`src/rtl/core/tlb_lookup_clock_replace_macros.svh`:
```
// Assertion macros for the TLB lookup block.
// Used by the top level; expects clk and rst in scope.
`ifndef TLB_LOOKUP_CLOCK_REPLACE_MACROS_SVH
`define TLB_LOOKUP_CLOCK_REPLACE_MACROS_SVH

// Same-cycle implication
`define TLBC_ASSERT_NOW(label, ante, cons, msg) \
  label: assert property (@(posedge clk) disable iff (rst) (ante) |-> (cons)) else $error(msg);

// Next-cycle implication
`define TLBC_ASSERT_NEXT(label, ante, cons, msg) \
  label: assert property (@(posedge clk) disable iff (rst) (ante) |=> (cons)) else $error(msg);

`endif

```
`src/rtl/core/tlbc_pkg.sv`:
```
// Shared constants and types for the TLB lookup block.
// No dependencies.
package tlbc_pkg;

  localparam int SLOTS_DEF      = 16;
  localparam int PAGE_BITS_DEF  = 20;
  localparam int FRAME_BITS_DEF = 20;

  localparam int CFG_W  = 5;
  localparam int SLOT_W = 4;
  localparam int HIT_W  = 32;

  localparam logic [CFG_W-1:0] ACTIVE_RESET = 5'd16;

  typedef struct packed {
    logic upd;
    logic fill;
    logic wr;
    logic sweep;
    logic sweep_all;
  } flag_cmd_t;

endpackage

```
`src/rtl/core/tlbc_ram.sv`:
```
// Generic single-write, single-read RAM with registered read data.
// No dependencies.
module tlbc_ram #(
  parameter int WIDTH = 20,
  parameter int DEPTH = 16
) (
  input  logic                     clk,
  input  logic                     we,
  input  logic [$clog2(DEPTH)-1:0] waddr,
  input  logic [WIDTH-1:0]         wdata,
  input  logic [$clog2(DEPTH)-1:0] raddr,
  output logic [WIDTH-1:0]         rdata
);

  logic [WIDTH-1:0] mem [DEPTH];

  always_ff @(posedge clk) begin
    if (we) begin
      mem[waddr] <= wdata;
    end
    rdata <= mem[raddr];
  end

endmodule

```
`src/rtl/core/tlbc_flags.sv`:
```
// Per-slot valid, used and dirty bits with the clock-sweep update.
// Depends on tlbc_pkg.
module tlbc_flags #(
  parameter int SLOTS = 16
) (
  input  logic                     clk,
  input  logic                     rst,
  input  tlbc_pkg::flag_cmd_t      cmd,
  input  logic [$clog2(SLOTS)-1:0] idx,
  input  logic [$clog2(SLOTS)-1:0] last,
  output logic [SLOTS-1:0]         valid,
  output logic [SLOTS-1:0]         used,
  output logic [SLOTS-1:0]         dirty
);
  import tlbc_pkg::*;

  localparam int IDX_W = $clog2(SLOTS);

  logic [SLOTS-1:0] valid_next;
  logic [SLOTS-1:0] used_next;
  logic [SLOTS-1:0] dirty_next;

  always_comb begin
    valid_next = valid;
    used_next  = used;
    dirty_next = dirty;
    if (cmd.upd) begin
      if (cmd.sweep_all) begin
        for (int i = 0; i < SLOTS; i++) begin
          if (IDX_W'(i) <= last) begin
            used_next[i] = 1'b0;
          end
        end
      end
      if (cmd.sweep) begin
        for (int i = 0; i < SLOTS; i++) begin
          if (IDX_W'(i) < idx) begin
            used_next[i] = 1'b0;
          end
        end
      end
      if (cmd.fill) begin
        valid_next[idx] = 1'b1;
        dirty_next[idx] = 1'b0;
      end
      if (cmd.wr) begin
        dirty_next[idx] = 1'b1;
      end
      used_next[idx] = 1'b1;
    end
  end

  always_ff @(posedge clk) begin
    if (rst) begin
      valid <= '0;
      used  <= '0;
      dirty <= '0;
    end else begin
      valid <= valid_next;
      used  <= used_next;
      dirty <= dirty_next;
    end
  end

endmodule

```
`src/rtl/core/tlb_lookup_clock_replace.sv`:
```
// Top level of the fully associative TLB with clock replacement.
// Depends on tlbc_pkg, tlbc_ram, tlbc_flags and the macros header.
//
//  channel | signals                                          | direction
//  --------+--------------------------------------------------+----------
//  cfg     | cfg_wr_en, cfg_wr_data                           | in
//  in      | in_valid/in_ready, virtual_page, is_write,       | in
//          | walk_frame                                       |
//  out     | out_valid/out_ready, frame, hit, slot,           | out
//          | table_mark_dirty, hits_so_far                    |
//
// Each page compare takes a READ step and a CMP step through the page RAM read port.
// A hit ends the scan at the matching slot; a miss scans all n active slots, then fills,
// n = active slots. The block is ready for the next input in the cycle after the result is loaded.
// Reset clears all slot flags, the hit count and sets active to 16.
// A stalled result holds the sequencer in its output step; no input is taken then.
module tlb_lookup_clock_replace #(
  parameter int SLOTS      = tlbc_pkg::SLOTS_DEF,
  parameter int PAGE_BITS  = tlbc_pkg::PAGE_BITS_DEF,
  parameter int FRAME_BITS = tlbc_pkg::FRAME_BITS_DEF
) (
  input  logic                         clk,
  input  logic                         rst,
  input  logic                         cfg_wr_en,
  input  logic [tlbc_pkg::CFG_W-1:0]   cfg_wr_data,
  input  logic                         in_valid,
  output logic                         in_ready,
  input  logic [PAGE_BITS-1:0]         virtual_page,
  input  logic                         is_write,
  input  logic [FRAME_BITS-1:0]        walk_frame,
  output logic                         out_valid,
  input  logic                         out_ready,
  output logic [FRAME_BITS-1:0]        frame,
  output logic                         hit,
  output logic [tlbc_pkg::SLOT_W-1:0]  slot,
  output logic                         table_mark_dirty,
  output logic [tlbc_pkg::HIT_W-1:0]   hits_so_far
);
  import tlbc_pkg::*;

  localparam int IDX_W = $clog2(SLOTS);
  localparam int CW    = $clog2(SLOTS + 1);
  localparam int NW    = (CFG_W > CW) ? CFG_W : CW;

  typedef enum logic [2:0] {
    ST_IDLE,
    ST_READ,
    ST_CMP,
    ST_FILL,
    ST_OUT
  } state_t;

  state_t state;

  logic [CFG_W-1:0]      active;
  logic [PAGE_BITS-1:0]  page_q;
  logic                  wr_q;
  logic [FRAME_BITS-1:0] walk_q;
  logic [IDX_W-1:0]      idx;
  logic                  inv_found;
  logic [IDX_W-1:0]      inv_idx;
  logic                  unu_found;
  logic [IDX_W-1:0]      unu_idx;
  logic [HIT_W-1:0]      hit_total;
  logic [FRAME_BITS-1:0] res_frame;
  logic                  res_hit;
  logic [IDX_W-1:0]      res_idx;

  logic [NW-1:0]         active_ext;
  logic [NW-1:0]         live;
  logic [IDX_W-1:0]      last_idx;
  logic [PAGE_BITS-1:0]  page_rd;
  logic [FRAME_BITS-1:0] frame_rd;
  logic [SLOTS-1:0]      valid_vec;
  logic [SLOTS-1:0]      used_vec;
  logic [SLOTS-1:0]      dirty_vec;
  logic                  match;
  logic [IDX_W-1:0]      victim;
  logic                  fill_we;
  flag_cmd_t             flag_cmd;
  logic [IDX_W-1:0]      flag_idx;

  assign active_ext = NW'(active);
  assign live       = (active_ext == '0) ? NW'(1) :
                      (active_ext > NW'(SLOTS)) ? NW'(SLOTS) : active_ext;
  assign last_idx   = IDX_W'(live - NW'(1));

  assign match   = valid_vec[idx] && (page_rd == page_q);
  assign victim  = inv_found ? inv_idx : (unu_found ? unu_idx : '0);
  assign fill_we = (state == ST_FILL);
  assign in_ready = (state == ST_IDLE);

  always_comb begin
    flag_cmd = '0;
    flag_idx = idx;
    if (state == ST_CMP && match) begin
      flag_cmd.upd = 1'b1;
      flag_cmd.wr  = wr_q;
    end else if (state == ST_FILL) begin
      flag_cmd.upd       = 1'b1;
      flag_cmd.fill      = 1'b1;
      flag_cmd.wr        = wr_q;
      flag_cmd.sweep     = !inv_found && unu_found;
      flag_cmd.sweep_all = !inv_found && !unu_found;
      flag_idx           = victim;
    end
  end

  tlbc_ram #(.WIDTH(PAGE_BITS), .DEPTH(SLOTS)) u_page_ram (
    .clk   (clk),
    .we    (fill_we),
    .waddr (victim),
    .wdata (page_q),
    .raddr (idx),
    .rdata (page_rd)
  );

  tlbc_ram #(.WIDTH(FRAME_BITS), .DEPTH(SLOTS)) u_frame_ram (
    .clk   (clk),
    .we    (fill_we),
    .waddr (victim),
    .wdata (walk_q),
    .raddr (idx),
    .rdata (frame_rd)
  );

  tlbc_flags #(.SLOTS(SLOTS)) u_flags (
    .clk   (clk),
    .rst   (rst),
    .cmd   (flag_cmd),
    .idx   (flag_idx),
    .last  (last_idx),
    .valid (valid_vec),
    .used  (used_vec),
    .dirty (dirty_vec)
  );

  always_ff @(posedge clk) begin
    if (rst) begin
      state     <= ST_IDLE;
      active    <= ACTIVE_RESET;
      hit_total <= '0;
      out_valid <= 1'b0;
      inv_found <= 1'b0;
      unu_found <= 1'b0;
      idx       <= '0;
    end else begin
      if (cfg_wr_en) begin
        active <= cfg_wr_data;
      end
      if (out_valid && out_ready && state != ST_OUT) begin
        out_valid <= 1'b0;
      end
      unique case (state)
        ST_IDLE: begin
          if (in_valid) begin
            page_q    <= virtual_page;
            wr_q      <= is_write;
            walk_q    <= walk_frame;
            idx       <= '0;
            inv_found <= 1'b0;
            unu_found <= 1'b0;
            state     <= ST_READ;
          end
        end
        ST_READ: begin
          state <= ST_CMP;
        end
        ST_CMP: begin
          if (!valid_vec[idx] && !inv_found) begin
            inv_found <= 1'b1;
            inv_idx   <= idx;
          end
          if (!used_vec[idx] && !unu_found) begin
            unu_found <= 1'b1;
            unu_idx   <= idx;
          end
          if (match) begin
            res_frame <= frame_rd;
            res_hit   <= 1'b1;
            res_idx   <= idx;
            hit_total <= hit_total + HIT_W'(1);
            state     <= ST_OUT;
          end else if (idx == last_idx) begin
            state <= ST_FILL;
          end else begin
            idx   <= idx + IDX_W'(1);
            state <= ST_READ;
          end
        end
        ST_FILL: begin
          res_frame <= walk_q;
          res_hit   <= 1'b0;
          res_idx   <= victim;
          state     <= ST_OUT;
        end
        ST_OUT: begin
          if (!out_valid || out_ready) begin
            out_valid        <= 1'b1;
            frame            <= res_frame;
            hit              <= res_hit;
            slot             <= SLOT_W'(res_idx);
            table_mark_dirty <= wr_q;
            hits_so_far      <= hit_total;
            state            <= ST_IDLE;
          end
        end
        default: begin
          state <= ST_IDLE;
        end
      endcase
    end
  end

`include "tlb_lookup_clock_replace_macros.svh"

  `TLBC_ASSERT_NEXT(a_busy_after_in, in_valid && in_ready, !in_ready, "ready after input transfer")
  `TLBC_ASSERT_NOW(a_scan_bound, state == ST_CMP, idx <= last_idx, "scan index past active slots")
  `TLBC_ASSERT_NEXT(a_fill_flags, state == ST_FILL,
    valid_vec[$past(victim)] && used_vec[$past(victim)] &&
    (dirty_vec[$past(victim)] == $past(wr_q)), "filled slot flags wrong")

endmodule

```
`config.mk`:
```
export PLATFORM = sky130hd
export DESIGN_NAME = tlb_lookup_clock_replace
export DESIGN_NICKNAME = d
export VERILOG_FILES = /design/src/rtl/core/tlbc_pkg.sv /design/src/rtl/core/tlbc_ram.sv /design/src/rtl/core/tlbc_flags.sv /design/src/rtl/core/tlb_lookup_clock_replace.sv
export VERILOG_INCLUDE_DIRS = /design/src /design/src/rtl/core
export SDC_FILE = /design/constraint.sdc
export NUM_CORES = 1
export LEC_CHECK = 0
export ABC_AREA = 1
export BUFFER_PORTS_ARGS = -buffer_cell sky130_fd_sc_hd__buf_2
export CELL_PAD_IN_SITES_DETAIL_PLACEMENT = 1
export CELL_PAD_IN_SITES_GLOBAL_PLACEMENT = 1
export CORE_AREA = 2 2 281 283
export CTS_CLUSTER_DIAMETER = 60
export DETAILED_ROUTE_END_ITERATION = 6
export DIE_AREA = 0 0 283 285
export GPL_TIMING_DRIVEN = 1
export MAX_ROUTING_LAYER = met4
export PLACE_DENSITY_LB_ADDON = 0.1
export SLEW_MARGIN = 10
export SYNTH_ARGS = -nofsm -noshare
export SYNTH_HDL_FRONTEND = slang
export SYNTH_SLANG_ARGS = --single-unit
```
`constraint.sdc`:
```
create_clock -name clk -period 11.3 [get_ports clk]
set_input_delay 1.13 -clock clk [delete_from_list [all_inputs] [get_ports clk]]
set_output_delay 1.13 -clock clk [all_outputs]
set_load 0.05 [all_outputs]
```
---- After elaboration in Yosys (flattened, before gate mapping) ----
Memory sizes are Yosys's and may differ from the RTL's. A register that Yosys moved wholly into a read port is not among the register bits.
Index checks and enable logic that the tools add are counted.
storage, ports and cells
  bits in registers ....................... 211
  memory bits (writable) .................. 640
  output and inout bits ................... 60
  logic and storage cells ................. 186
  memories ................................ 2
memories
  memory           depth  width  rd ports  clocked after memory_dff  wr ports  line            RTL
  u_frame_ram.mem  16     20     1         1                         1         tlbc_ram.sv:15  logic [WIDTH-1:0] mem [DEPTH];
  u_page_ram.mem   16     20     1         1                         1         tlbc_ram.sv:15
cells by class
  add/subtract/negate cells ............... 3
  order comparisons ....................... 36
  equality and inequality tests ........... 14
  multiplexer cells ....................... 76
  bitwise operators ....................... 3
  reduce and logical (&&, ||, !) cells .... 30
operator list
  kind                                                                              count
  16-bit two-way mux                                                                3
  1-bit two-way mux                                                                 46
  4-bit two-way mux                                                                 10
  20-bit case mux with 2 select lines                                               1
  32-bit by 1-bit adder with 32-bit output (second input constant)                  1
  4-bit less-or-equal comparator (first input constant)                             8
  4-bit less-than comparator (first input constant)                                 8
  16-bit OR                                                                         2
  3-bit AND reduction                                                               7
  20-bit == test                                                                    1
  20-bit two-way mux                                                                1
  3-bit by 4-bit less-or-equal comparator with 1-bit output (first input constant)  4
  3-bit by 4-bit less-than comparator with 1-bit output (first input constant)      4
  4-bit case mux with 2 select lines                                                2
  3-bit case mux with 5 select lines                                                1
  4-bit by 5-bit less-than comparator with 1-bit output (second input constant)     2
  2-bit != test (second input constant)                                             5
  1-bit logical AND                                                                 9
  3-bit two-way mux                                                                 3
  1-bit binary-select mux with 4-bit select                                         2
  1-bit by 4-bit less-or-equal comparator with 1-bit output (first input constant)  2
  2-bit by 4-bit less-or-equal comparator with 1-bit output (first input constant)  2
  1-bit by 4-bit less-than comparator with 1-bit output (first input constant)      2
  2-bit by 4-bit less-than comparator with 1-bit output (first input constant)      2
  22 further kinds                                                                  34

---- Depth between registers and ports, before layout ----
Gate-level depths: netlist of the first run.
  depth after elaboration ................. 11
  mapped depth ............................ 17
  mapped depth without buffers ............ 17

---- Modules after synthesis ----
From an unflattened synthesis of the first run, not the netlist that was laid out.
unflattened totals
  cells, all modules ...................... 3759
  area, all modules ....................... 38172.9 um^2
modules (own cells, without submodules)
  module                    times used  cells an instance  area an instance (um^2)  seq. area each (um^2)
  tlbc_ram                  2           1336               14192.4                  10009.6
  tlb_lookup_clock_replace  1           786                7764.9                   4904.7
  tlbc_flags                1           301                2023.2                   960.9

---- Least setup slack after synthesis of the first run ----
OpenSTA, ideal clock, no wires.
  path kind ............................... input -> register
  start point ............................. in rst
  end point ............................... reg frame[0], enable pin
  library setup time ...................... 557 ps
  arrival time ............................ 5792 ps
  path slack .............................. 4950 ps
  stages .................................. 3
  cells stage by stage .................... clkbuf_1 clkbuf_1 nor3b_1
on the way
  cells in the longest elaborated chain, start to end .. 2
ends and longest elaborated chain
  item                           line                             RTL
  start: declaration             tlb_lookup_clock_replace.sv:23   input logic rst,
  1-bit NOT (no line)            --
  3-bit AND reduction (no line)  --
  end signal: assignment         tlb_lookup_clock_replace.sv:200  frame <= res_frame;
  end: declaration               tlb_lookup_clock_replace.sv:33   output logic [FRAME_BITS-1:0] frame,
No other way between the ends.
A chain may end at the register's enable or synchronous reset.

---- Worst setup path after layout of the first run ----
  start point ............................. reg idx[2]
  end point ............................... reg res_frame[5], enable pin
on the way
  cells in the longest elaborated chain, start to end .. 5
ends and longest elaborated chain
  item                                       line                             RTL
  start: declaration                         tlb_lookup_clock_replace.sv:59   logic [IDX_W-1:0] idx;
  start signal: assignment                   tlb_lookup_clock_replace.sv:187  idx <= idx + IDX_W'(1);
  1-bit binary-select mux with 4-bit select  tlb_lookup_clock_replace.sv:88   assign match = valid_vec[idx] && (page_rd == page_q);
  1-bit two-way mux (not written as such)    tlb_lookup_clock_replace.sv:88
  1-bit logical AND                          tlb_lookup_clock_replace.sv:88
  2-bit != test (no line)                    --
  3-bit AND reduction (no line)              --
  end signal: assignment                     tlb_lookup_clock_replace.sv:179  res_frame <= frame_rd;
  end signal: assignment                     tlb_lookup_clock_replace.sv:192  res_frame <= walk_q;
  end: declaration                           tlb_lookup_clock_replace.sv:65   logic [FRAME_BITS-1:0] res_frame;
No other way between the ends. The select of a mux whose other input is x is not followed.

==> results of run 1 <==
-- routing by layer --
| metal | track usage | part of all wire | wire length [um] |
|---|---|---|---|
| met5 | - | 0 | 0 |
| met1 | 0.315 | 0.44 | 41900 |
| met2 | 0.393 | 0.49 | 46000 |
| met3 | 0.0289 | 0.038 | 3560 |
| met4 | 0.0793 | 0.029 | 2690 |
-- flip-flops by register name (all words and copies together), names as in the netlist, 5 cells and up --
register / cells
page_q: 20
frame: 20
u_page_ram.mem: 320
u_frame_ram.rdata: 20
walk_q: 20
hits_so_far: 32
u_flags.used: 16
active: 5
hit_total: 32
u_page_ram.rdata: 20
res_frame: 20
u_frame_ram.mem: 320
u_flags.valid: 16
-- layout make-up --
| cell class | instances | area [sq um] |
|---|---|---|
| fill | 7890 | 38600 |
| sequential | 891 | 25600 |
| multi-input combinational | 1586 | 7980 |
| clock buffer | 137 | 2740 |
| tap | 1050 | 1310 |
| timing repair buffer | 147 | 841 |
| clock inverter | 49 | 467 |
| inverter | 109 | 419 |
-- stage by stage --
stage / total power [uW] / hold WS (ns) / setup WS, ns
after detailed placement: 3960 / 0.407 / 6.76
final: 7040 / 0.408 / 6.81
after global placement: 3950 / 0.401 / 6.83
after global routing: 7270 / 0.414 / 6.45
after CTS: 7110 / 0.410 / 6.73
after floorplan: 3860 / 0.400 / 4.95
-- cell families (layout without fill, tap and decap cells) --
logic type,Yosys count,after routing,share of synthesized area
compound gates,642,642,0.112
simple gates,908,908,0.106
fa+ha+maj,4,4,0.00145
buf+inv,273,442,0.0319
flops,891,891,0.740
xor+xnor,32,32,0.00811
-- cell usage after synthesis, types with 2 or more instances --
master | number | area share
edfxtp_1 | 772 | 0.67
nor2_1 | 440 | 0.048
o21ai_0 | 347 | 0.050
nand2_1 | 333 | 0.036
clkbuf_1 | 124 | 0.013
dfxtp_1 | 119 | 0.069
o221ai_1 | 114 | 0.029
inv_1 | 103 | 0.011
nand3_1 | 78 | 0.011
a21oi_1 | 65 | 0.0094
o211ai_1 | 53 | 0.012
o22ai_1 | 49 | 0.0089
nor3_1 | 19 | 0.0028
xor2_1 | 17 | 0.0043
buf_1 | 16 | 0.0017
xnor2_1 | 15 | 0.0038
nand4_1 | 14 | 0.0025
buf_2 | 13 | 0.0019
buf_4 | 6 | 0.0013
buf_6 | 5 | 0.0016
ha_1 | 4 | 0.0014
inv_2 | 4 | 0.00043
nor4_1 | 4 | 0.00072
nand2_2 | 3 | 0.00054
nand3_2 | 3 | 0.00087
nor3b_1 | 3 | 0.00065
o21ai_1 | 3 | 0.00043
o21bai_1 | 3 | 0.00065
a21oi_2 | 2 | 0.00051
and3_1 | 2 | 0.00036
nor2_2 | 2 | 0.00036
nor3_2 | 2 | 0.00058
o21ai_2 | 2 | 0.00051
or2_2 | 2 | 0.00036
-- worst min path at each step --
| stage | start | endpoint | slack (ns) | cells after the start |
|---|---|---|---|---|
| 4_1_cts | res_frame[7]$_DFFE_PP_ | frame[7]$_DFFE_PP_ | 0.41 | 0 |
| 3_3_place_gp | wr_q$_DFFE_PP_ | table_mark_dirty$_DFFE_PP_ | 0.40 | 0 |
| 6_report | res_frame[19]$_DFFE_PP_ | frame[19]$_DFFE_PP_ | 0.41 | 0 |
| 5_1_grt | res_frame[19]$_DFFE_PP_ | frame[19]$_DFFE_PP_ | 0.41 | 0 |
| 3_5_place_dp | res_idx[3]$_DFFE_PP_ | slot[3]$_DFFE_PP_ | 0.41 | 0 |
| 2_1_floorplan | res_frame[0]$_DFFE_PP_ | frame[0]$_DFFE_PP_ | 0.40 | 0 |
-- critical path, delay by kind of cell, from the launching register on --
kind | cells | cell delay [ns]
simple gates | 6 | 1.96
buf+inv | 4 | 1.42
flops | 1 | 0.66
-- report_power, final --
part	leakage, uW	internal (uW)	switching (uW)
sequential	0.00795	3590	43.2
clock	0.00157	1860	1300
combinational	0.00370	70.3	187
total	0.0132	5520	1530
-- placed cells by master, fill, tap and decap left out, types with 4 or more instances in the layout --
master	synthesis	final
nand3_1	78	77
o221ai_1	114	114
inv_1	103	98
clkinv_1	1	13
nand2_1	333	333
nor3_1	19	18
dfxtp_1	119	115
xnor2_1	15	15
buf_2	13	110
nor4_1	4	4
o21ai_0	347	347
o211ai_1	53	53
o22ai_1	49	49
inv_6	0	6
nor2_1	440	429
clkinv_2	0	16
inv_2	4	9
buf_4	6	36
clkbuf_1	124	26
nor2_4	1	11
xor2_1	17	17
ha_1	4	4
bufinv_16	0	7
a21oi_1	65	65
clkbuf_8	0	12
clkbuf_16	0	99
nand4_1	14	14
edfxtp_1	772	772
nand3_2	3	4
==> results.tsv, run 1 <==
stage	metric	value	unit
status	status	finished clean	
critical_path	arrival	4.82	ns
placed_design	numPlacedInstances	3783	
placed_design	gp_congestion	0.858	
timing	finClkSkew	0.0190	ns
critical_path	cp_max_fo	38	
route	drt-initial-drc-count	1528	
finish	post-route-util	0.505	
route	num_vias	22100	
floorplanning	dieArea	80700	sq um
yosys	yosysSeqAreaShare	0.740	
finish	antennaDiodeCount	0	
floorplanning	start_util	0.443	
yosys	synthCells	2750	
yosys	ys.flop_type	edfxtp_1	
timing	hold_viol_final	0	
clock_network	cts_resized	0	
floorplanning	dieWidth	283	um
critical_path	cp-end-kind	flip-flop	
placed_design	dp_hpwl	50.4	mm
timing	maxSlewHeadroom	0.203	
clock_network	cts_tree	done	
critical_path	reg2reg_depth	10	
clock_network	cts_buffer_depth	3	
route	vias_per_cell	5.58	
clock_network	cts_num_sinks	891	
yosys	ys_ff_latch	891	
clock_network	clk_pin_slew	0.06	ns
route	ant_nets	0	
route	post_drt_wl_per_cell	23.7	um
flow_run	maxCapViolCount	0	
route	dr.pass1.iters	4	
critical_path	crit_required	11.63	ns
clock_network	cts-root-buf	clkbuf_16	
global_routing	grt-ovfl-total	0	
timing	period_share	0.397	
critical_path	criticalPathCategory	flip-flop to flip-flop	
placed_design	io_buffers	110	
yosys	avgSynthCellArea	12.6	sq um
finish	drive_above_1_share	0.117	
global_routing	grt_pass1_vias	23600	
floorplanning	core	78000	sq um
timing	slew_viol_final	0	
finish	fin_area	39300	sq um
critical_path	startpoint_type	flip-flop	
clock_network	post_cts_buffers	0	
global_routing	grt_max_degree	193	
global_routing	gr-usage-all-layers	0.241	
global_routing	antenna_found_initial	0	
route	routed_wirelength	94.2	mm
timing	fmax	223	MHz
timing	fin_crit	4.49	ns
clock_network	cts_buffers	98	
critical_path	critical_path.endpoint	res_frame[5]$_DFFE_PP_	
worst_hold_path	hold_path_class	flip-flop to flip-flop	
clock_network	htreeDepth	3	
critical_path	reg2reg_to	res_frame[5]$_DFFE_PP_	
finish	area_growth	13.9	%
clock_network	clkLatencyLatePin	0.66	ns
yosys	synth_fp_nets	2805	
floorplanning	fp.dieH	285	um
yosys	async_reset_ff_frac	0	
yosys	ys_warn_count	0	
clock_network	holdBufCountCts	0	
finish	final_nets	2888	
yosys	synth-edff-count	772	
timing	setup_violations	0	
finish	fin_cells	3969	
critical_path	startpoint	idx[2]$_SDFFE_PP0P_	
power_and_ir_drop	power_density	179	nW/um^2
critical_path	slowest_stage	nand3_2	
global_routing	grt_pass1_wl	144	mm
placed_design	place_area	36100	sq um
critical_path	cpPeakStageDelay	0.72	ns
yosys	synth_cell_types	43	
power_and_ir_drop	peakVddDrop	0.131	mV
yosys	netlist_area	34500	sq um
critical_path	rrSetupSlack	6.81	ns
floorplanning	ioPinCount	111	
critical_path	crit_chain	inv_2, buf_4, nand3_1, nand3_1, nand2_2, nand3_2, nand2_8, inv_1, nor2_2, buf_4	
power_and_ir_drop	power_leakage	0.0132	uW
floorplanning	num_rows	103	
timing	rsz0062_at_grt	no	
timing	tns	0	ns
route	drc	0	
critical_path	crit-reg2reg-launch	idx[2]$_SDFFE_PP0P_	
timing	max_slew.worst_pin.slew	1.20	ns
(Power assumes the default switching activity.)
==> inputs of run 2 (changes only) <==
clock period = 4.5 ns   (was 11.3 ns; I/O delays follow)
==> run 2 against run 1 <==
Effect of this change: power increased to 2.5 times the previous value; non-clock buffer count increased by 51; cell area increased by 1.8%; clock skew increased by 0.017 ns; largest power group unchanged; sequential share of layout area decreased by 1.1 points; first-iteration DRC count increased by 12%; critical path depth unchanged; cell count increased by 1.1%; highest routed layer unchanged; combinational power increased to 2.6 times the previous value.
==> results.tsv, run 2 (synthesis gave the netlist of run 1 again) <==
stage	metric	value	unit
route	drt-initial-drc-count	1710	
route	vias_per_cell	5.60	
power_and_ir_drop	power_leakage	0.0135	uW
route	drc	0	
timing	finClkSkew	0.0365	ns
global_routing	grt-ovfl-total	0	
power_and_ir_drop	peakVddDrop	0.335	mV
clock_network	cts-root-buf	clkbuf_16	
placed_design	io_buffers	110	
critical_path	cp-end-kind	flip-flop	
critical_path	criticalPathCategory	flip-flop to flip-flop	
clock_network	cts_buffers	95	
floorplanning	ioPinCount	111	
placed_design	dp_hpwl	51.6	mm
route	post_drt_wl_per_cell	23.9	um
critical_path	startpoint_type	flip-flop	
floorplanning	num_rows	103	
clock_network	htreeDepth	3	
global_routing	grtUsageMet1	0.325	
critical_path	cp_max_fo	214	
clock_network	cts_num_sinks	891	
global_routing	grt_pass1_wl	147	mm
floorplanning	dieArea	80700	sq um
flow_run	maxCapViolCount	0	
worst_hold_path	hold_path_class	input port to flip-flop	
finish	drive_above_1_share	0.119	
floorplanning	start_util	0.443	
placed_design	place_area	36400	sq um
finish	fin_area	40000	sq um
timing	setup_violations	0	
timing	rsz0062_at_grt	no	
finish	final_nets	2936	
route	dr.pass1.iters	5	
global_routing	grt_use_met2	0.403	
clock_network	clk_pin_slew	0.06	ns
timing	maxSlewHeadroom	0.229	
finish	mostFrequentLayoutCells	edfxtp_1, nor2_1, o21ai_0	
floorplanning	core	78000	sq um
global_routing	gr-usage-all-layers	0.245	
critical_path	arrival	3.91	ns
timing	fmax	296	MHz
timing	hold_viol_final	0	
power_and_ir_drop	power_density	446	nW/um^2
floorplanning	fp.dieH	285	um
finish	antennaDiodeCount	0	
clock_network	clkLatencyLatePin	0.67	ns
clock_network	cts_tree	done	
route	ant_nets	0	
global_routing	met3_usage	0.0300	
finish	area_growth	15.9	%
status	status	finished clean	
finish	post-route-util	0.514	
floorplanning	dieWidth	283	um
clock_network	post_cts_buffers	0	
route	routed_wirelength	96.0	mm
power_and_ir_drop	fin_total_pwr	17900	uW
global_routing	top_usage_layer	met2	
critical_path	crit_required	5.03	ns
timing	tns	0	ns
clock_network	cts_buffer_depth	3	
route	num_vias	22500	
timing	max_slew.worst_pin.slew	1.16	ns
timing	slew_viol_final	0	
timing	fin_crit	3.38	ns
finish	final_common_cell	edfxtp_1	
finish	largestRegisters	u_frame_ram.mem (320), u_page_ram.mem (320)	
global_routing	grt_max_degree	215	
placed_design	gp_congestion	0.872	
global_routing	grt_pass1_vias	23700	
global_routing	antenna_found_initial	0	
timing	period_share	0.752	
==> run 2: power by group <==
part           total, uW  internal [uW]  switching, uW
Combinational        680            202            478
Clock               8070           4790           3280
Sequential          9110           9010           99.6
Total              17900          14000           3850
==> run 2: final cells by class <==
type | count | area, sq um
inverters | 109 | 419
multi-input cells | 1586 | 7980
repair buffers | 198 | 1480
flip-flops and latches | 891 | 25600
well taps | 1050 | 1310
clock buffers | 123 | 2610
fillers | 7887 | 37900
clock inverters | 57 | 657
==> run 2: per-layer routing <==
layer | share of wire | up-vias
met5 | 0 | -
met4 | 0.019 | 0
met3 | 0.040 | 147
met2 | 0.49 | 469
met1 | 0.45 | 11600
li1 | - | 10300
==> run 2: path summary, 6_finish.rpt <==
| kind | from | end | slack, ns | cells after the start |
|---|---|---|---|---|
| min | virtual_page[4] | page_q[4]$_DFFE_PP_ | 0.02 | 1 |
| min reg2reg | res_frame[2]$_DFFE_PP_ | frame[2]$_DFFE_PP_ | 0.42 | 0 |
| max reg2reg | idx[0]$_SDFFE_PP0P_ | hit_total[5]$_SDFFE_PP0P_ | 1.12 | 10 |
| max | idx[0]$_SDFFE_PP0P_ | hit_total[5]$_SDFFE_PP0P_ | 1.12 | 10 |
==> run 2: stage by stage <==
stage | instances | hold slack (ns) | setup WS [ns]
2_1_floorplan | 2750 | 0.400 | 0.215
3_3_place_gp | 3796 | 0.402 | 1.10
3_5_place_dp | 3796 | 0.406 | 1.00
4_1_cts | 4014 | 0.0102 | 0.978
5_1_grt | 4014 | 0.00851 | 0.707
6_report | 4014 | 0.0169 | 1.12
==> run 2: worst max-delay path, cell delays in order, from the launching register on <==
cell and delay, ns:
dfxtp_4 0.65, buf_12 0.62, o211ai_1 0.18, nand3_1 0.14, nand3_1 0.12, nand2_2 0.13
nand3_2 0.15, buf_4 0.34, inv_2 0.49, nand3_1 0.13, and3_1 0.20
==> run 2: timing repair <==
action	in CTS	in global routing
hold buffers	38	0
gates resized for setup	0	0
endpoints found under the hold margin	38	0
